**src/design/rls_pkg.sv**
```systemverilog
`timescale 1ns / 1ps

package rls_pkg;

    // Configuration register indexes
    localparam logic [1:0] CFG_CHANCE       = 2'd0;
    localparam logic [1:0] CFG_STEP_SAMPLES = 2'd1;
    localparam logic [1:0] CFG_LOOP_CODE    = 2'd2;

    localparam int CFG_DATA_W = 16;
    localparam int CFG_IDX_W  = 2;

    localparam logic signed [6:0]  CHANCE_RESET       = 7'sd0;
    localparam logic        [15:0] STEP_SAMPLES_RESET = 16'd22050;
    localparam logic        [2:0]  LOOP_CODE_RESET    = 3'd1;
    localparam logic        [6:0]  DRONE_RESET        = 7'd62;

    localparam logic signed [7:0] MUTATE_MARGIN = 8'sd10;
    localparam logic        [2:0] NOTE_CODE_MAX = 3'd4;

    // One store word holds the note code and the gate bit
    localparam int STORE_W = 4;

    typedef struct packed {
        logic [8:0] block_samples;
        logic [5:0] note_roll;
        logic [2:0] note_pick;
        logic [5:0] gate_roll;
        logic       gate_pick;
    } in_item_t;

    typedef struct packed {
        logic       step_taken;
        logic       gate_main;
        logic       gate_inverse;
        logic       pitch_update;
        logic [4:0] pitch_semitones;
        logic [6:0] drone_note;
        logic [5:0] step_position;
    } out_item_t;

    typedef struct packed {
        logic [15:0]        acc_next;
        logic [1:0]         gates_next;
        logic [4:0]         pitch_next;
        logic [6:0]         drone_next;
        logic               wr_en;
        logic [STORE_W-1:0] wr_word;
        out_item_t          result;
    } core_upd_t;

    function automatic logic [4:0] note_semis(input logic [2:0] code);
        logic [4:0] semis;
        case (code)
            3'd0:    semis = 5'd0;
            3'd1:    semis = 5'd2;
            3'd2:    semis = 5'd3;
            3'd3:    semis = 5'd4;
            default: semis = 5'd5;
        endcase
        return semis;
    endfunction

    function automatic logic [4:0] key_semis(input logic [1:0] sect);
        logic [4:0] semis;
        case (sect)
            2'd0:    semis = 5'd0;
            2'd1:    semis = 5'd5;
            2'd2:    semis = 5'd3;
            default: semis = 5'd12;
        endcase
        return semis;
    endfunction

    function automatic logic [6:0] drone_midi(input logic [1:0] sect);
        logic [6:0] note;
        case (sect)
            2'd0:    note = 7'd62;
            2'd1:    note = 7'd69;
            2'd2:    note = 7'd65;
            default: note = 7'd62;
        endcase
        return note;
    endfunction

endpackage

```
**src/design/rls_stream_if.sv**
```systemverilog
`timescale 1ns / 1ps

interface rls_stream_if #(
    parameter type payload_t = logic [0:0]
) ();
    logic     valid;
    logic     ready;
    payload_t payload;

    modport source (output valid, output payload, input ready);
    modport sink   (input valid, input payload, output ready);
endinterface

```
**src/design/rls_ram.sv**
```systemverilog
`timescale 1ns / 1ps

module rls_ram #(
    parameter int WIDTH = 4,
    parameter int DEPTH = 64,
    localparam int AddrW = $clog2(DEPTH)
) (
    input  logic             clk,
    input  logic             we,
    input  logic [AddrW-1:0] waddr,
    input  logic [WIDTH-1:0] wdata,
    input  logic [AddrW-1:0] raddr,
    output logic [WIDTH-1:0] rdata
);

    logic [WIDTH-1:0] mem [DEPTH];
    logic [WIDTH-1:0] rdata_reg;

    always_ff @(posedge clk)
    begin
        if (we)
        begin
            mem[waddr] <= wdata;
        end
        rdata_reg <= mem[raddr];
    end

    assign rdata = rdata_reg;

endmodule

```
**src/design/rls_step_core.sv**
```systemverilog
`timescale 1ns / 1ps

module rls_step_core #(
    parameter int STORE_DEPTH = 64,
    localparam int PosW = $clog2(STORE_DEPTH)
) (
    input  rls_pkg::in_item_t                item,
    input  logic signed [6:0]                chance,
    input  logic [15:0]                      step_samples,
    input  logic [2:0]                       loop_code,
    input  logic [15:0]                      acc,
    input  logic [PosW-1:0]                  pos,
    input  logic [1:0]                       gates,
    input  logic [4:0]                       last_pitch,
    input  logic [6:0]                       last_drone,
    input  logic [rls_pkg::STORE_W-1:0]      rd_word,
    input  logic                             rd_valid,
    output logic [PosW-1:0]                  pos_next,
    output rls_pkg::core_upd_t               upd
);

    logic [16:0]       sum;
    logic [15:0]       acc_sat;
    logic              half_hit;
    logic              step;
    logic signed [7:0] chance_s;
    logic signed [7:0] note_lim;
    logic signed [7:0] gate_lim;
    logic              mut_note;
    logic              mut_gate;
    logic [2:0]        old_note;
    logic              old_gate;
    logic [2:0]        new_note;
    logic              new_gate;
    logic [1:0]        sect;
    logic [8:0]        len_pow;
    logic              len_full;
    logic [PosW:0]     pos_inc;
    logic [PosW-1:0]   wrap_pos;
    logic [PosW-1:0]   len_mask;

    // 10 + roll for notes, -10 - roll for gates
    function automatic logic signed [7:0] MUTATE_LIM(input logic [5:0] roll,
                                                     input logic       neg);
        logic signed [7:0] lim;
        lim = rls_pkg::MUTATE_MARGIN + $signed({2'b00, roll});
        return neg ? -lim : lim;
    endfunction

    always_comb
    begin
        sum      = {1'b0, acc} + 17'(item.block_samples);
        acc_sat  = sum[16] ? 16'hFFFF : sum[15:0];
        half_hit = acc_sat >= (step_samples >> 1);
        step     = acc_sat >= step_samples;

        chance_s = {chance[6], chance};
        note_lim = MUTATE_LIM(item.note_roll, 1'b0);
        gate_lim = MUTATE_LIM(item.gate_roll, 1'b1);
        mut_note = chance_s > note_lim;
        mut_gate = chance_s < gate_lim;

        // Never-written entries read as zero
        old_note = rd_valid ? rd_word[3:1] : 3'd0;
        old_gate = rd_valid ? rd_word[0]   : 1'b0;
        new_note = mut_note
                 ? ((item.note_pick > rls_pkg::NOTE_CODE_MAX) ? rls_pkg::NOTE_CODE_MAX
                                                              : item.note_pick)
                 : old_note;
        new_gate = mut_gate ? item.gate_pick : old_gate;

        sect = 2'(6'(pos) >> 4);

        // Loop length: power of two unless capped at the store depth
        len_pow  = 9'd2 << loop_code;
        len_full = (loop_code >= 3'd6) || (len_pow >= 9'(STORE_DEPTH));
        len_mask = PosW'(len_pow - 9'd1);
        pos_inc  = {1'b0, pos} + (PosW+1)'(1);
        if (len_full)
        begin
            wrap_pos = (pos_inc == (PosW+1)'(STORE_DEPTH)) ? '0 : PosW'(pos_inc);
        end
        else
        begin
            wrap_pos = PosW'(pos_inc) & len_mask;
        end

        upd = '0;
        upd.wr_word = {new_note, new_gate};
        if (step)
        begin
            pos_next              = wrap_pos;
            upd.acc_next          = 16'd0;
            upd.gates_next        = {~new_gate, new_gate};
            upd.pitch_next        = new_gate
                                  ? (rls_pkg::note_semis(new_note) + rls_pkg::key_semis(sect))
                                  : last_pitch;
            upd.drone_next        = rls_pkg::drone_midi(sect);
            upd.wr_en             = mut_note || mut_gate;
            upd.result.step_taken = 1'b1;
            upd.result.pitch_update  = new_gate;
            upd.result.step_position = 6'(pos);
        end
        else
        begin
            pos_next       = pos;
            upd.acc_next   = acc_sat;
            upd.gates_next = half_hit ? 2'b00 : gates;
            upd.pitch_next = last_pitch;
            upd.drone_next = last_drone;
        end
        upd.result.gate_main       = upd.gates_next[0];
        upd.result.gate_inverse    = upd.gates_next[1];
        upd.result.pitch_semitones = upd.pitch_next;
        upd.result.drone_note      = upd.drone_next;
    end

endmodule

```
**src/design/random_looping_step_sequencer_unit.sv**
```systemverilog
`timescale 1ns / 1ps

// Random looping step sequencer.
// item_ch takes one audio block per item: its sample count plus the random
// rolls and picks used if this block lands on a step. result_ch returns one
// result per item: step flag, both gate levels, pitch update flag, held pitch,
// held drone note and the position played.
// Configuration (chance, step_samples, loop_length_code) is written through
// cfg_we / cfg_index / cfg_data; the user must write it only while no item is
// in flight, as the block does not enforce this. An accepted item waits in the
// input register; its result is registered into the output register.
// Throughput: one item per cycle while result_ch does not stall. The note and
// gate store is a RAM read ahead at the position the sequencer will play next,
// so the read-modify-write of one step never waits on the read. When result_ch
// stalls, the finished result holds in the output register and one more item
// waits in the input register; item_ch.ready drops only when both are full.
// Reset clears the position, accumulator, gates, held pitch and per-entry
// store valid bits at once; no clearing pass is needed. The drone resets to 62.
module random_looping_step_sequencer_unit #(
    parameter int STORE_DEPTH = 64
) (
    input  logic                            clk,
    input  logic                            rst_n,
    rls_stream_if.sink                      item_ch,
    rls_stream_if.source                    result_ch,
    input  logic                            cfg_we,
    input  logic [rls_pkg::CFG_IDX_W-1:0]   cfg_index,
    input  logic [rls_pkg::CFG_DATA_W-1:0]  cfg_data
);

    localparam int PosW = $clog2(STORE_DEPTH);

    logic signed [6:0]      chance_reg;
    logic [15:0]            step_samples_reg;
    logic [2:0]             loop_code_reg;

    rls_pkg::in_item_t      in_reg;
    logic                   in_valid_reg;
    rls_pkg::out_item_t     out_reg;
    logic                   out_valid_reg;

    logic [15:0]            acc_reg;
    logic [PosW-1:0]        pos_reg;
    logic [1:0]             gates_reg;
    logic [4:0]             pitch_reg;
    logic [6:0]             drone_reg;
    logic [STORE_DEPTH-1:0] valid_reg;

    logic                   advance;
    logic [PosW-1:0]        pos_next;
    logic [PosW-1:0]        rd_addr;
    logic [rls_pkg::STORE_W-1:0] rd_word;
    rls_pkg::core_upd_t     upd;

    assign advance       = in_valid_reg && (!out_valid_reg || result_ch.ready);
    assign item_ch.ready = !in_valid_reg || advance;

    assign result_ch.valid   = out_valid_reg;
    assign result_ch.payload = out_reg;

    // Read ahead at the position the next item will play
    assign rd_addr = advance ? pos_next : pos_reg;

    rls_ram #(
        .WIDTH (rls_pkg::STORE_W),
        .DEPTH (STORE_DEPTH)
    ) u_store (
        .clk   (clk),
        .we    (advance && upd.wr_en),
        .waddr (pos_reg),
        .wdata (upd.wr_word),
        .raddr (rd_addr),
        .rdata (rd_word)
    );

    rls_step_core #(
        .STORE_DEPTH (STORE_DEPTH)
    ) u_core (
        .item         (in_reg),
        .chance       (chance_reg),
        .step_samples (step_samples_reg),
        .loop_code    (loop_code_reg),
        .acc          (acc_reg),
        .pos          (pos_reg),
        .gates        (gates_reg),
        .last_pitch   (pitch_reg),
        .last_drone   (drone_reg),
        .rd_word      (rd_word),
        .rd_valid     (valid_reg[pos_reg]),
        .pos_next     (pos_next),
        .upd          (upd)
    );

    always_ff @(posedge clk or negedge rst_n)
    begin
        if (!rst_n)
        begin
            chance_reg       <= rls_pkg::CHANCE_RESET;
            step_samples_reg <= rls_pkg::STEP_SAMPLES_RESET;
            loop_code_reg    <= rls_pkg::LOOP_CODE_RESET;
        end
        else if (cfg_we)
        begin
            unique case (cfg_index)
                rls_pkg::CFG_CHANCE:       chance_reg       <= $signed(cfg_data[6:0]);
                rls_pkg::CFG_STEP_SAMPLES: step_samples_reg <= cfg_data;
                rls_pkg::CFG_LOOP_CODE:    loop_code_reg    <= cfg_data[2:0];
                default:                   ;
            endcase
        end
    end

    always_ff @(posedge clk or negedge rst_n)
    begin
        if (!rst_n)
        begin
            in_valid_reg  <= 1'b0;
            out_valid_reg <= 1'b0;
            acc_reg       <= 16'd0;
            pos_reg       <= '0;
            gates_reg     <= 2'b00;
            pitch_reg     <= 5'd0;
            drone_reg     <= rls_pkg::DRONE_RESET;
            valid_reg     <= '0;
        end
        else
        begin
            if (item_ch.ready)
            begin
                in_valid_reg <= item_ch.valid;
            end
            if (advance)
            begin
                out_valid_reg <= 1'b1;
            end
            else if (result_ch.ready)
            begin
                out_valid_reg <= 1'b0;
            end
            if (advance)
            begin
                acc_reg   <= upd.acc_next;
                pos_reg   <= pos_next;
                gates_reg <= upd.gates_next;
                pitch_reg <= upd.pitch_next;
                drone_reg <= upd.drone_next;
                if (upd.wr_en)
                begin
                    valid_reg[pos_reg] <= 1'b1;
                end
            end
        end
    end

    always_ff @(posedge clk)
    begin
        if (item_ch.valid && item_ch.ready)
        begin
            in_reg <= item_ch.payload;
        end
        if (advance)
        begin
            out_reg <= upd.result;
        end
    end

    a_pos_in_store: assert property (@(posedge clk) disable iff (!rst_n)
        32'(pos_reg) < STORE_DEPTH)
        else $error("play position beyond store depth");

    a_step_moves: assert property (@(posedge clk) disable iff (!rst_n)
        advance && upd.result.step_taken |=> pos_reg != $past(pos_reg))
        else $error("step did not advance the position");

    a_gates_split: assert property (@(posedge clk) disable iff (!rst_n)
        out_valid_reg && out_reg.step_taken |-> out_reg.gate_main != out_reg.gate_inverse)
        else $error("gate levels not complementary after a step");

    a_write_on_advance: assert property (@(posedge clk) disable iff (!rst_n)
        !advance |=> $stable(valid_reg) && $stable(pos_reg))
        else $error("store or position changed without an item");

endmodule

```
**src/flat_wrapper.sv**
```systemverilog
// flat-port wrapper written by rule: the top's interface ports become plain ports
module random_looping_step_sequencer_unit_flat import rls_pkg::*;
#(
    parameter int STORE_DEPTH = 64
)
  (clk, rst_n, cfg_we, cfg_index, cfg_data, item_ch_valid, item_ch_payload, item_ch_ready, result_ch_valid, result_ch_payload, result_ch_ready);
  rls_stream_if #(.payload_t(in_item_t)) item_ch_i ();
  rls_stream_if #(.payload_t(out_item_t)) result_ch_i ();
  input  logic clk;
  input  logic rst_n;
  input  logic cfg_we;
  input  logic [rls_pkg::CFG_IDX_W-1:0] cfg_index;
  input  logic [rls_pkg::CFG_DATA_W-1:0] cfg_data;
  input wire logic [$bits(item_ch_i.valid)-1:0] item_ch_valid;
  input wire logic [$bits(item_ch_i.payload)-1:0] item_ch_payload;
  output wire logic [$bits(item_ch_i.ready)-1:0] item_ch_ready;
  output wire logic [$bits(result_ch_i.valid)-1:0] result_ch_valid;
  output wire logic [$bits(result_ch_i.payload)-1:0] result_ch_payload;
  input wire logic [$bits(result_ch_i.ready)-1:0] result_ch_ready;
  assign item_ch_i.valid = item_ch_valid;
  assign item_ch_i.payload = item_ch_payload;
  assign item_ch_ready = item_ch_i.ready;
  assign result_ch_valid = result_ch_i.valid;
  assign result_ch_payload = result_ch_i.payload;
  assign result_ch_i.ready = result_ch_ready;
  random_looping_step_sequencer_unit #(.STORE_DEPTH(STORE_DEPTH)) u_core (.clk(clk), .rst_n(rst_n), .item_ch(item_ch_i), .result_ch(result_ch_i), .cfg_we(cfg_we), .cfg_index(cfg_index), .cfg_data(cfg_data));
endmodule
```
**config.mk**
```make
export PLATFORM = sky130hd
export DESIGN_NAME = random_looping_step_sequencer_unit_flat
export DESIGN_NICKNAME = d
export VERILOG_FILES = /design/src/design/rls_pkg.sv /design/src/design/rls_stream_if.sv /design/src/design/rls_ram.sv /design/src/design/rls_step_core.sv /design/src/design/random_looping_step_sequencer_unit.sv /design/src/flat_wrapper.sv
export SDC_FILE = /design/constraint.sdc
export NUM_CORES = 1
export LEC_CHECK = 0
export BUFFER_PORTS_ARGS = -buffer_cell sky130_fd_sc_hd__buf_2
export CAP_MARGIN = 5
export CORE_ASPECT_RATIO = 1.75
export CORE_MARGIN = 2
export CORE_UTILIZATION = 55
export CTS_BUF_LIST = sky130_fd_sc_hd__clkbuf_4
export DETAILED_ROUTE_END_ITERATION = 6
export PLACE_DENSITY_LB_ADDON = 0.15
export SKIP_CTS_REPAIR_TIMING = 1
export SLEW_MARGIN = 20
export SYNTH_ARGS = -nofsm -noshare
export SYNTH_HDL_FRONTEND = slang
export SYNTH_SLANG_ARGS = --single-unit
```
**constraint.sdc**
```tcl
create_clock -name clk -period 12.4 [get_ports clk]
set_clock_uncertainty 0.1 [all_clocks]
set_input_delay 1.86 -clock clk [delete_from_list [all_inputs] [get_ports clk]]
set_output_delay 1.86 -clock clk [all_outputs]
set_load 0.03 [all_outputs]
```
**Word level (Yosys, flattened, before mapping)**

Memories as Yosys holds them, arrays and structs flattened. A register that Yosys moved wholly into a read port is not among the register bits.
Cells that the tools add are included.

- Output and inout bits: 24
- Memories: 1
- Logic and storage cells: 98
- Memory bits (writable): 256
- Bits in registers: 175

Memory list:

| memory | words | bits a word | read ports | clocked after Yosys merged registers in | wr ports | line | text |
|---|---|---|---|---|---|---|---|
| u_core.u_store.mem | 64 | 4 | 1 | 1 | 1 | rls_ram.sv:16 | `logic [WIDTH-1:0] mem [DEPTH];` |

- Eq/ne operators: 8
- Bitwise operators: 3
- Magnitude comparators: 9
- Mux-type cells: 28
- $add $sub $neg: 7
- Reductions and logical operators: 18
- Shift operators: 1

Operator list:

| operator | number |
|---|---|
| 64-bit OR | 1 |
| 30-bit 2-to-1 mux | 1 |
| 6-bit 2-to-1 mux | 4 |
| 16-bit by 9-bit adder with 17-bit output | 1 |
| 16-bit by 15-bit greater-or-equal comparator with 1-bit output | 1 |
| 16-bit greater-or-equal comparator | 1 |
| 16-bit 2-to-1 mux | 1 |
| 5-bit 2-to-1 mux | 3 |
| 4-bit by 6-bit adder with 7-bit output (first input constant) | 2 |
| 7-bit case mux with 2 select lines | 1 |
| 3-bit case mux with 4 select lines | 1 |
| 4-bit case mux with 3 select lines | 1 |
| 1-bit 2-to-1 mux | 10 |
| 9-bit by 7-bit greater-or-equal comparator with 1-bit output (second input constant) | 1 |
| 3-bit 2-to-1 mux | 3 |
| 2-bit by 3-bit << shifter with 9-bit output (first input constant) | 1 |
| 7-bit by 8-bit greater-than comparator with 1-bit output | 1 |
| 7-bit by 8-bit < comparator with 1-bit output | 1 |
| 7-bit negation with 8-bit output | 1 |
| 2-bit AND reduction | 4 |
| 6-bit by 1-bit adder with 7-bit output (second input constant) | 1 |
| 7-bit == test (second input constant) | 1 |
| 6-bit by 7-bit < comparator with 1-bit output (second input constant) | 1 |
| 6-bit AND | 1 |
| 19 further kinds | 30 |

**Longest topological paths before layout**

Gate-level depths: netlist (run 1).

- Depth in word-level cells: 10
- Mapped depth: 25

**Hierarchy**

A second synthesis (run 1) with hierarchy kept.

- Cell total of the unflattened synthesis: 1384
- Area, all modules: 19921.6 um^2

By module, submodules not included:

| module | area each (um^2) | cells an instance | times used |
|---|---|---|---|
| rls_ram | 10407.5 | 521 | 1 |
| random_looping_step_sequencer_unit | 6718.9 | 496 | 1 |
| rls_step_core | 2795.2 | 367 | 1 |

**Least setup slack after synthesis (run 1)**

Ideal clock, no wire load.

- Kind: register to register
- Start point: register u_core.in_reg[11] in the netlist's numbering
- End point: register u_core.out_reg, in the netlist u_core.result_ch.payload[16], data pin
- Path buffers: 0
- Cell stages (with the launch flop): 17
- Slack: 5.945 ns
- Arrival: 6.095 ns
- Library setup time: 0.260 ns
- Cells stage by stage: edfxtp_1 ha_1 inv_1 ha_1 o21a_1 o21a_1 o21a_1 o21ai_0 a211o_1 o32ai_1 xnor2_1 nor2_1 ha_1 a21o_1 a21oi_1 xnor2_1 mux2_2

RTL lines:

| item | line | text |
|---|---|---|
| start: declaration | random_looping_step_sequencer_unit.sv:37 | `rls_pkg::in_item_t in_reg;` |
| start signal: assignment | random_looping_step_sequencer_unit.sv:159 | `in_reg <= item_ch.payload;` |
| end signal: assignment | random_looping_step_sequencer_unit.sv:163 | `out_reg <= upd.result;` |
| end: declaration | random_looping_step_sequencer_unit.sv:39 | `rls_pkg::out_item_t out_reg;` |

**Final worst setup path (run 1)**

- Start point: register u_core.acc_reg[0]
- End point: register u_core.u_store.rdata_reg[0], in the netlist u_core.u_store.rdata[0] (read register of u_core.u_store.mem)

- Longest elaborated chain between the ends: 5

RTL lines:

| item | line | text |
|---|---|---|
| start: declaration | random_looping_step_sequencer_unit.sv:42 | `logic [15:0] acc_reg;` |
| start signal: assignment | random_looping_step_sequencer_unit.sv:142 | `acc_reg <= upd.acc_next;` |
| 16-bit by 9-bit adder with 17-bit output | rls_step_core.sv:52 | `sum = {1'b0, acc} + 17'(item.block_samples);` |
| 16-bit 2-to-1 mux | rls_step_core.sv:53 | `acc_sat = sum[16] ? 16'hFFFF : sum[15:0];` |
| 16-bit greater-or-equal comparator | rls_step_core.sv:55 | `step = acc_sat >= step_samples;` |
| 6-bit 2-to-1 mux | rls_step_core.sv:90 | `if (step)` |
| 6-bit 2-to-1 mux | random_looping_step_sequencer_unit.sv:62 | `assign rd_addr = advance ? pos_next : pos_reg;` |
| end: declaration | rls_ram.sv:17 | `logic [WIDTH-1:0] rdata_reg;` |

Every way passes these cells.
A chain may end at the register's enable or synchronous reset.

==> run summary, run 1 <==
The maximum clock frequency was 133 MHz; the fraction of final layout cells with drive strength greater than 1 was 18.6%. The initialized floorplan defines 91 standard-cell rows. The number of enable flip-flop cells after synthesis was 303. Summed over all failing endpoints, the final setup total negative slack is 0 ns. STA classifies the critical path startpoint as a register.

72 I/O pins were placed. The worst stage delay on the critical path was 0.75 ns; the number of buffers added on ports was 71. The total of flip-flops plus latches after synthesis was 435; the fraction of synthesis flops using an asynchronous set or reset pin was 29.4%. In this run the worst path has a maximum fanout of 80. The flip-flop count of the largest register after layout is 256. The final critical-path required period was 7.52 ns; the half-perimeter wire length after placement was 32300 um. By area, the combinational part of the netlist is dominated by compound AO/OA/AOI/OAI gates. The completed layout was analyzed and its total power is 4.47 mW.

The clock-pin slew on the worst setup and hold paths came out at 0.08 ns. The die is 254 um tall. The remaining routing DRC violations was 0; the weighted congestion reported at the end of routability-driven placement was 0.881. The run gives 13309 as the total via count after detailed routing. The endpoint arrival time on the critical path is 8.20 ns, and the overall die area is 37200 um^2. Among all flip-flop cells after synthesis, the most frequent one is sky130_fd_sc_hd__edfxtp_1.

In the routed layout, each cell is associated on average with a via count of 5.97. The actual transition at the worst max-transition pin is 1.19 ns. Setup violations remaining at the end of the flow were counted as 0. Entering global routing, the biggest net connects 110 pins. The tree is rooted in a sky130_fd_sc_hd__clkbuf_4. Final global-route overflow total: 0. The library cell contributing the largest single delay on the critical path is sky130_fd_sc_hd__buf_4. Headroom to the max-slew limit came out at 20.0%. The logs give 0 for the number of hold-slack violations in the final timing report and 435 for the count of clock tree sinks.

Fill cells in the final layout number 2792. The run gives 19600 um^2 as the post-synthesis cell area. After the flow finishes, the layout carries non-filler instances totaling 2231.

The synthesized-area fraction occupied by adder cells came out at 4.23%. At the end of the flow, the number of nets in the layout was 1796. The number of buffer and inverter instances along the worst setup path is 1.

The first TritonRoute pass finished after 7 iterations. In this run the number of H-tree levels came out at 3. The mean cell area of the mapped netlist was 12.4 um^2.

Once detail routing completed, the nets flagged for antenna violations numbered 0. The synthesized netlist devotes 0.984% of its cell area to XOR and XNOR gates. Required time at the endpoint of the critical path: 13.09 ns. For the number of antenna violations at the first check in global routing, the log shows 2. The Yosys step of the flow raised 0 warnings.

The tool flagged a number of max-cap violations equal to 0. For this block, the routed nets add up to 48700 um of wire. For this configuration, the core starts out at a cell density of 55.6%. The final clock period utilization by the worst path is 60.6%. Setup repair after global routing left no endpoint under its margin. The run gives 35200 um^2 as the standard cell core area.

Buffers inserted during clock tree synthesis total 97. Across the VDD grid, the largest voltage drop is 96.2 uV. The via count of the first global-routing pass was 13653; the area added between synthesis and finish was 10.5%.

The routed length per instance works out to 21.8 um. The maximum clock path buffer count was 3. For the final count of pins violating max slew, the log shows 0. Class of the tightest hold or removal check: register to register. The worst setup path is of the register to register kind. The netlist uses 76 different library cells.

The synthesized netlist devotes 10.9% of its cell area to simple gates. Synthesis produced a netlist with a net count of 1694. Global routing used 26.5% of the available tracks across all layers.

The category of cells accounting for the largest share of critical-path delay is compound AO/OA/AOI/OAI gates. The later pin in the worst-skew pair is clocked with a latency of 0.84 ns. TritonCTS built the clock tree.

The worst setup path is captured at a register. The static power due to leakage was 8.53 nW; the first-pass GRT wire length was 74900 um. Cells fill 61.5% of the core in the end. For the number of DRC violations after detailed-routing iteration 0, the log shows 804. In this run the power density over the cells is 207 nW/um^2. The floorplan step set the die width to 147 um. The sequential cell area fraction in the yosys report is 63.3%, and the complex-gate fraction of the synthesized area is 13.2%. The signal on the critical path passes through ha_1, fa_1, a21o_1, a21oi_1, o21bai_1, a21oi_1, o21a_1, nor3_1, nand3_1, nand2_1, ha_1, a211o_1, o211ai_1, o311ai_4, a21oi_4, o211a_4, buf_4, nand2_1, a22o_1, o2bb2ai_1, nor4_1, a22o_1. After technology mapping, the gate count stands at 1581.

The run finished with clean final reports. The number of placed instances, taps included, is 2049. In the synthesized netlist, mux cells make up 4.49% of the area.
metal layers:
layer	vias to the layer above	track usage [%]	wire [um]	part of all wire [%]
met5	-	0	0	0
met1	6581	27.5	17200	35
met2	485	49.2	26300	54
met3	150	5.04	2470	5.1
li1	6093	-	-	-
met4	0	15.6	2720	5.6
cells in the final DEF (no fill, tap or decap), drive strengths merged, types with 46 or more instances in the layout:
cell type,Yosys,final
clkbuf,36,145
buf,48,87
o21bai,62,62
a21oi,90,90
ha,63,63
edfxtp,303,303
nand2,236,236
inv,47,48
nand3,76,76
nor2,98,98
mux2,46,46
dfrtp,116,116
cells by family after synthesis:
group	after synthesis
multiplexers	77
buffers and inverters	131
AND/OR/NAND/NOR	487
AO/OA/AOI/OAI	364
flip-flops	435
XOR/XNOR	22
adder cells (fa/ha/maj)	65
area by class of cell:
type	instances	area, um^2	share of cell area [%]
Antenna cell	2	5.00	0.0231
Clock buffer	145	1090	5.03
Clock inverter	35	226	1.05
Inverter	47	179	0.827
Multi-Input combinational cell	1015	6660	30.8
Sequential cell	435	12400	57.3
Tap cell	465	582	2.69
Timing Repair Buffer	87	482	2.23
through the flow:
stage	instance area, um^2	setup WS (ns)	hold WS, ns
after CTS	21600	4.99	0.368
final	21600	4.88	0.366
after global placement	20300	5.16	0.348
after floorplan	19600	5.94	0.331
after global routing	21600	4.40	0.389
after detailed placement	20300	4.98	0.354
worst reg2reg max path, cell delays in order, from the launching register on:
cell	delay (ns)
sky130_fd_sc_hd__dfrtp_1	0.36
sky130_fd_sc_hd__ha_1	0.20
sky130_fd_sc_hd__fa_1	0.24
sky130_fd_sc_hd__a21o_1	0.14
sky130_fd_sc_hd__a21oi_1	0.10
sky130_fd_sc_hd__o21bai_1	0.14
sky130_fd_sc_hd__a21oi_1	0.15
sky130_fd_sc_hd__o21a_1	0.20
sky130_fd_sc_hd__nor3_1	0.53
sky130_fd_sc_hd__nand3_1	0.59
sky130_fd_sc_hd__nand2_1	0.30
sky130_fd_sc_hd__ha_1	0.28
sky130_fd_sc_hd__a211o_1	0.26
sky130_fd_sc_hd__o211ai_1	0.17
sky130_fd_sc_hd__o311ai_4	0.21
sky130_fd_sc_hd__a21oi_4	0.60
sky130_fd_sc_hd__o211a_4	0.69
sky130_fd_sc_hd__buf_4	0.75
sky130_fd_sc_hd__nand2_1	0.21
sky130_fd_sc_hd__a22o_1	0.25
sky130_fd_sc_hd__o2bb2ai_1	0.13
sky130_fd_sc_hd__nor4_1	0.66
sky130_fd_sc_hd__a22o_1	0.23
synth_stat cells (9+ instances only):
master | instances | area, um^2
sky130_fd_sc_hd__nor3_1 | 18 | 90.1
sky130_fd_sc_hd__a21o_1 | 23 | 173
sky130_fd_sc_hd__buf_2 | 38 | 190
sky130_fd_sc_hd__a21oi_1 | 89 | 445
sky130_fd_sc_hd__a22oi_1 | 22 | 165
sky130_fd_sc_hd__xnor2_1 | 16 | 140
sky130_fd_sc_hd__a2111oi_0 | 11 | 96.3
sky130_fd_sc_hd__inv_1 | 42 | 158
sky130_fd_sc_hd__nand3_1 | 75 | 375
sky130_fd_sc_hd__nor2_1 | 98 | 368
sky130_fd_sc_hd__nand2_1 | 236 | 886
sky130_fd_sc_hd__ha_1 | 63 | 788
sky130_fd_sc_hd__a31oi_1 | 12 | 75.1
sky130_fd_sc_hd__mux2_2 | 45 | 507
sky130_fd_sc_hd__o21bai_1 | 62 | 465
sky130_fd_sc_hd__mux2i_1 | 27 | 270
sky130_fd_sc_hd__o22ai_1 | 9 | 56.3
sky130_fd_sc_hd__dfstp_2 | 12 | 315
sky130_fd_sc_hd__clkbuf_1 | 36 | 135
sky130_fd_sc_hd__a22o_1 | 24 | 210
sky130_fd_sc_hd__edfxtp_1 | 303 | 9100
sky130_fd_sc_hd__nand2b_1 | 10 | 62.6
sky130_fd_sc_hd__dfrtp_1 | 116 | 2900
sky130_fd_sc_hd__o21ai_0 | 33 | 165
sky130_fd_sc_hd__o211ai_1 | 14 | 105
power breakdown:
group / switching (mW) / internal (mW) / total [mW]
Sequential: 0.0737 / 1.80 / 1.87
Clock: 0.555 / 0.600 / 1.15
Combinational: 0.963 / 0.485 / 1.45
path summary, 6_finish.rpt:
| kind | to | slack, ns | startpoint | cells after the start |
|---|---|---|---|---|
| worst min-delay path | u_core.valid_reg[51]$_DFFE_PN0P_ | 0.37 | u_core.valid_reg[51]$_DFFE_PN0P_ | 1 |
| max in group asynchronous | u_core.chance_reg[0]$_DFFE_PN0P_ | 9.95 | rst_n | 2 |
| worst min register to register | u_core.valid_reg[51]$_DFFE_PN0P_ | 0.37 | u_core.valid_reg[51]$_DFFE_PN0P_ | 1 |
| worst max register to register | u_core.u_store.rdata[0]$_DFF_P_ | 4.88 | u_core.acc_reg[0]$_DFFE_PN0P_ | 22 |
| worst max-delay path | u_core.u_store.rdata[0]$_DFF_P_ | 4.88 | u_core.acc_reg[0]$_DFFE_PN0P_ | 22 |
| min in group asynchronous | u_core.pitch_reg[1]$_DFFE_PN0P_ | 0.89 | rst_n | 1 |
No activity file was read; power rests on OpenSTA's default activity.
==> run 2, diff against run 1 <==
ABC_AREA = 1   (was unset)
clock period = 6.25 ns   (was 12.4 ns; I/O delays follow)
==> run 2 against run 1 <==
The run now ends with design-rule violations left. Routed wire length grew 12%. Flip-flop and latch count is the same. Non-clock buffer count grew 8. Design area grew 4.6%. Die area grew 5.4%. Synthesized area grew 5.5%. Worst setup slack lost 4.1 ns. Critical path type unchanged.
==> run summary, run 2 <==
The first global-routing pass estimated 83700 um of wire. The number of hold-slack violations in the final timing report was 0. After the flow finishes, the layout carries non-filler instances totaling 2786.

Once the floorplan was initialized, standard cells occupied 56.0% of the core. Buffers inserted during clock tree synthesis total 94. In the routed layout, each cell is associated on average with a via count of 5.51. The endpoint identified for the worst register-to-register timing path is u_core.u_store.rdata[1]$_DFF_P_. The synthesized design devotes to its leading area cell type 44.1% of total area.

The prevailing post-synth register cell was sky130_fd_sc_hd__edfxtp_1. CTS placed an instance of sky130_fd_sc_hd__clkbuf_4 at the clock tree root. After filler insertion, the fill cell instance count of the layout stands at 3109. The initialized floorplan defines 93 standard-cell rows.

The flow ran to the end, but the final reports show violations. Detailed placement ended at an HPWL of 37400 um. The required time at the endpoint of the critical path was 6.92 ns; the worst-path maximum fanout was 35. The remaining routing DRC violations is 8, and the count of clock tree sinks is 435. TritonCTS built the clock tree. Cells with a size suffix above 1 make up 13.7% of the layout. The fraction of synthesis flops using an asynchronous set or reset pin is 29.4%, and the area used by multi-input combinational logic is 6280 um^2. From synthesis to final layout, the design area changed by 9.51%. The flip-flop count of the largest register after layout is 256. Power spread over the standard cell area amounts to 467 nW/um^2. The setup total negative slack was 0 ns; the number of nets produced by synthesis was 2229. The run gives 20700 um^2 as the post-synthesis cell area. In this run the remaining antenna-violating nets after routing total 0. Setup repair after global routing left no endpoint under its margin.

In the final layout, flip-flops and latches occupy 12400 um^2. The count of placed standard cells including taps is 2608. The commonest cells after synthesis are sky130_fd_sc_hd__nand2_1 (422), sky130_fd_sc_hd__inv_1 (383), sky130_fd_sc_hd__nand3_1 (309). The floorplan step set the die height to 260 um.

For the static power due to leakage, the log shows 10.5 nW. STA classifies the critical path endpoint as a register. A synthesized cell averages 9.76 um^2.

Headroom to the max-slew limit came out at 30.2%. For this run, the number of Yosys warnings is 0. The number of top-level design ports is 72. For this run the aggregate overflow at the end of global routing stands at 0.

The tools report the number of iterations in the first detailed-routing pass as 7. The number of enable flip-flop cells after synthesis came out at 303. The clock-pin slew on the worst setup and hold paths came out at 0.08 ns.

Via count of the first global-routing pass: 15804. The total via count after detailed routing was 15342; the final count of negative-setup-slack endpoints was 0. The die is 150 um wide. The checks that failed: design-rule violations. The total of flip-flops plus latches after synthesis was 435. After synthesis, the cell types taking the most area are sky130_fd_sc_hd__edfxtp_1 (44%), sky130_fd_sc_hd__dfrtp_1 (14%), sky130_fd_sc_hd__nand2_1 (7.7%), sky130_fd_sc_hd__nand3_1 (7.5%), sky130_fd_sc_hd__inv_1 (7.0%). After the last flow step, the layout net total stands at 2342. The number of max-cap violations was 0; the actual transition at the worst max-transition pin was 1.05 ns.

Across all register-to-register paths, the minimum setup slack is 0.80 ns. The total track usage was 28.7%; the number of buffers added on ports was 71. The run gives 3 as the H-tree depth. For the sequential cell area fraction in the yosys report, the log shows 60.0%. The worst register-to-register path begins at u_core.acc_reg[0]$_DFFE_PN0P_.

The worst setup path is of the register to register kind. The worst IR drop on VDD was 314 uV. After the first detailed-routing iteration, the DRC count stood at 1232. The overall die area is 39200 um^2.

In the layout the commonest cells are sky130_fd_sc_hd__nand2_1 (418), sky130_fd_sc_hd__inv_1 (383), sky130_fd_sc_hd__nand3_1 (308). The logs give 0.921 for the weighted congestion reported at the end of routability-driven placement and 3 for the maximum clock path buffer count. The critical path starts at u_core.acc_reg[0]$_DFFE_PN0P_.

The maximum clock frequency is 184 MHz. For the number of antenna violations at the first check in global routing, the log shows 2. The routed design has 54800 um of wire.

Leaving out fill and tap cells, the most frequent cell in the layout is sky130_fd_sc_hd__nand2_1. The final critical-path required period was 5.45 ns. The critical path startpoint category is a register. The final clock period utilization by the worst path was 87.1%. The total area inside the core boundary comes to 36900 um^2. In the synthesized netlist, the number of instances is 2116. Clock latency on the worst-skew pair, taken at its later pin, is 0.82 ns. The final count of pins violating max slew is 0, and the pin count of the biggest net entering global routing is 70.

The endpoint arrival time on the critical path is 6.12 ns. The class of the tightest hold or removal check is input port to async pin. Cell type with the highest aggregate area in the netlist: sky130_fd_sc_hd__edfxtp_1. The most instantiated library cell after synthesis is sky130_fd_sc_hd__nand2_1. The number of cells on the worst reg-to-reg path is 26. Number of distinct library cell variants in the gate-level netlist after synthesis: 56. After detailed routing, the average wire length per cell comes to 19.7 um.
-- run 2: changes by cell type after synthesis, moves of 20 or more --
cell	before	now
sky130_fd_sc_hd__a22o_1	24	0
sky130_fd_sc_hd__inv_1	42	383
sky130_fd_sc_hd__nor2_1	98	124
sky130_fd_sc_hd__o21bai_1	62	0
sky130_fd_sc_hd__mux2_2	45	0
sky130_fd_sc_hd__a21oi_1	89	47
sky130_fd_sc_hd__buf_6	2	22
sky130_fd_sc_hd__nand2_1	236	422
sky130_fd_sc_hd__a21o_1	23	2
sky130_fd_sc_hd__nand3_1	75	309
sky130_fd_sc_hd__mux2i_1	27	1
sky130_fd_sc_hd__o21ai_0	33	98
-- run 2: worst max path at each step --
| stage | endpoint | slack (ns) | cells after the start |
|---|---|---|---|
| 6_report | u_core.u_store.rdata[1]$_DFF_P_ | 0.80 | 26 |
| 5_1_grt | u_core.u_store.rdata[1]$_DFF_P_ | 0.37 | 26 |
| 4_1_cts | u_core.u_store.rdata[1]$_DFF_P_ | 0.74 | 26 |
| 3_5_place_dp | u_core.u_store.rdata[1]$_DFF_P_ | 0.76 | 26 |
| 3_3_place_gp | u_core.u_store.rdata[1]$_DFF_P_ | 0.83 | 30 |
| 2_1_floorplan | u_core.result_ch.payload[16]$_DFFE_PP_ | 1.97 | 19 |
-- run 2: through the flow --
stage | cell area, um^2 | worst slack [ns] | utilization (%) | hold WS [ns] | power, mW
5_1_grt | 22600 | 0.371 | 61.3 | 0.133 | 11.1
3_5_place_dp | 21300 | 0.759 | 57.7 | 0.347 | 8.21
4_1_cts | 22600 | 0.738 | 61.3 | 0.0749 | 10.5
6_report | 22600 | 0.804 | 61.3 | 0.0948 | 10.6
3_3_place_gp | 21300 | 0.832 | 57.7 | 0.338 | 8.16
2_1_floorplan | 20700 | 1.97 | - | 0.324 | 6.87
-- run 2: layout make-up --
type	count	share of cell area, %
sequential	435	54.8
clock inverter	43	1.38
antenna	2	0.0221
multi-input combinational	1210	27.8
clock buffer	133	4.41
tap	475	2.63
timing repair buffer	95	2.43
inverter	393	6.55
-- run 2: where the power goes --
group,internal [mW],switching [mW],leakage [nW]
Sequential,3.81,0.165,4.25
Combinational,1.15,3.09,5.48
Clock,1.20,1.14,0.748
-- run 2: cells by family (layout without fill, tap and decap cells) --
| logic type | count (synthesis) | count (layout) | synth area share (%) |
|---|---|---|---|
| simple gates | 933 | 933 | 20.2 |
| buf+inv | 471 | 664 | 9.70 |
| flops | 435 | 435 | 60.0 |
| compound gates | 198 | 198 | 5.42 |
| fa+ha+maj | 65 | 65 | 4.01 |
| xor+xnor | 13 | 13 | 0.551 |
| mux | 1 | 1 | 0.0485 |
| other cells | 0 | 2 | 0 |
-- run 2: worst max-delay path: stages, from the launching register on --
cell                      delay [ns]
sky130_fd_sc_hd__dfrtp_1        0.39
sky130_fd_sc_hd__ha_1           0.22
sky130_fd_sc_hd__fa_1           0.40
sky130_fd_sc_hd__nand3_1        0.13
sky130_fd_sc_hd__nand2_1        0.10
sky130_fd_sc_hd__nand2_1        0.11
sky130_fd_sc_hd__nand2_1        0.10
sky130_fd_sc_hd__nand3_1        0.09
sky130_fd_sc_hd__nand2_2        0.14
sky130_fd_sc_hd__inv_1          0.22
sky130_fd_sc_hd__nand3_1        0.18
sky130_fd_sc_hd__ha_1           0.35
sky130_fd_sc_hd__nand2_1        0.05
sky130_fd_sc_hd__o21ai_0        0.22
sky130_fd_sc_hd__a21oi_2        0.10
sky130_fd_sc_hd__nand2_4        0.27
sky130_fd_sc_hd__nand2_8        0.14
sky130_fd_sc_hd__inv_6          0.22
sky130_fd_sc_hd__nand2_1        0.10
sky130_fd_sc_hd__nand2_2        0.62
sky130_fd_sc_hd__buf_4          0.37
sky130_fd_sc_hd__nand3_1        0.14
sky130_fd_sc_hd__nand3_1        0.08
sky130_fd_sc_hd__nand3_1        0.19
sky130_fd_sc_hd__nand3_1        0.15
sky130_fd_sc_hd__nand3_1        0.08
sky130_fd_sc_hd__nand2_1        0.07
-- run 2: routing by layer --
| layer | GRT usage, % | wire, um | vias up |
|---|---|---|---|
| met1 | 30.6 | 19000 | 7318 |
| met2 | 51.9 | 29400 | 623 |
| li1 | - | - | 7216 |
| met3 | 4.91 | 3160 | 185 |
| met4 | 18.0 | 3280 | 0 |
| met5 | 0 | 0 | - |
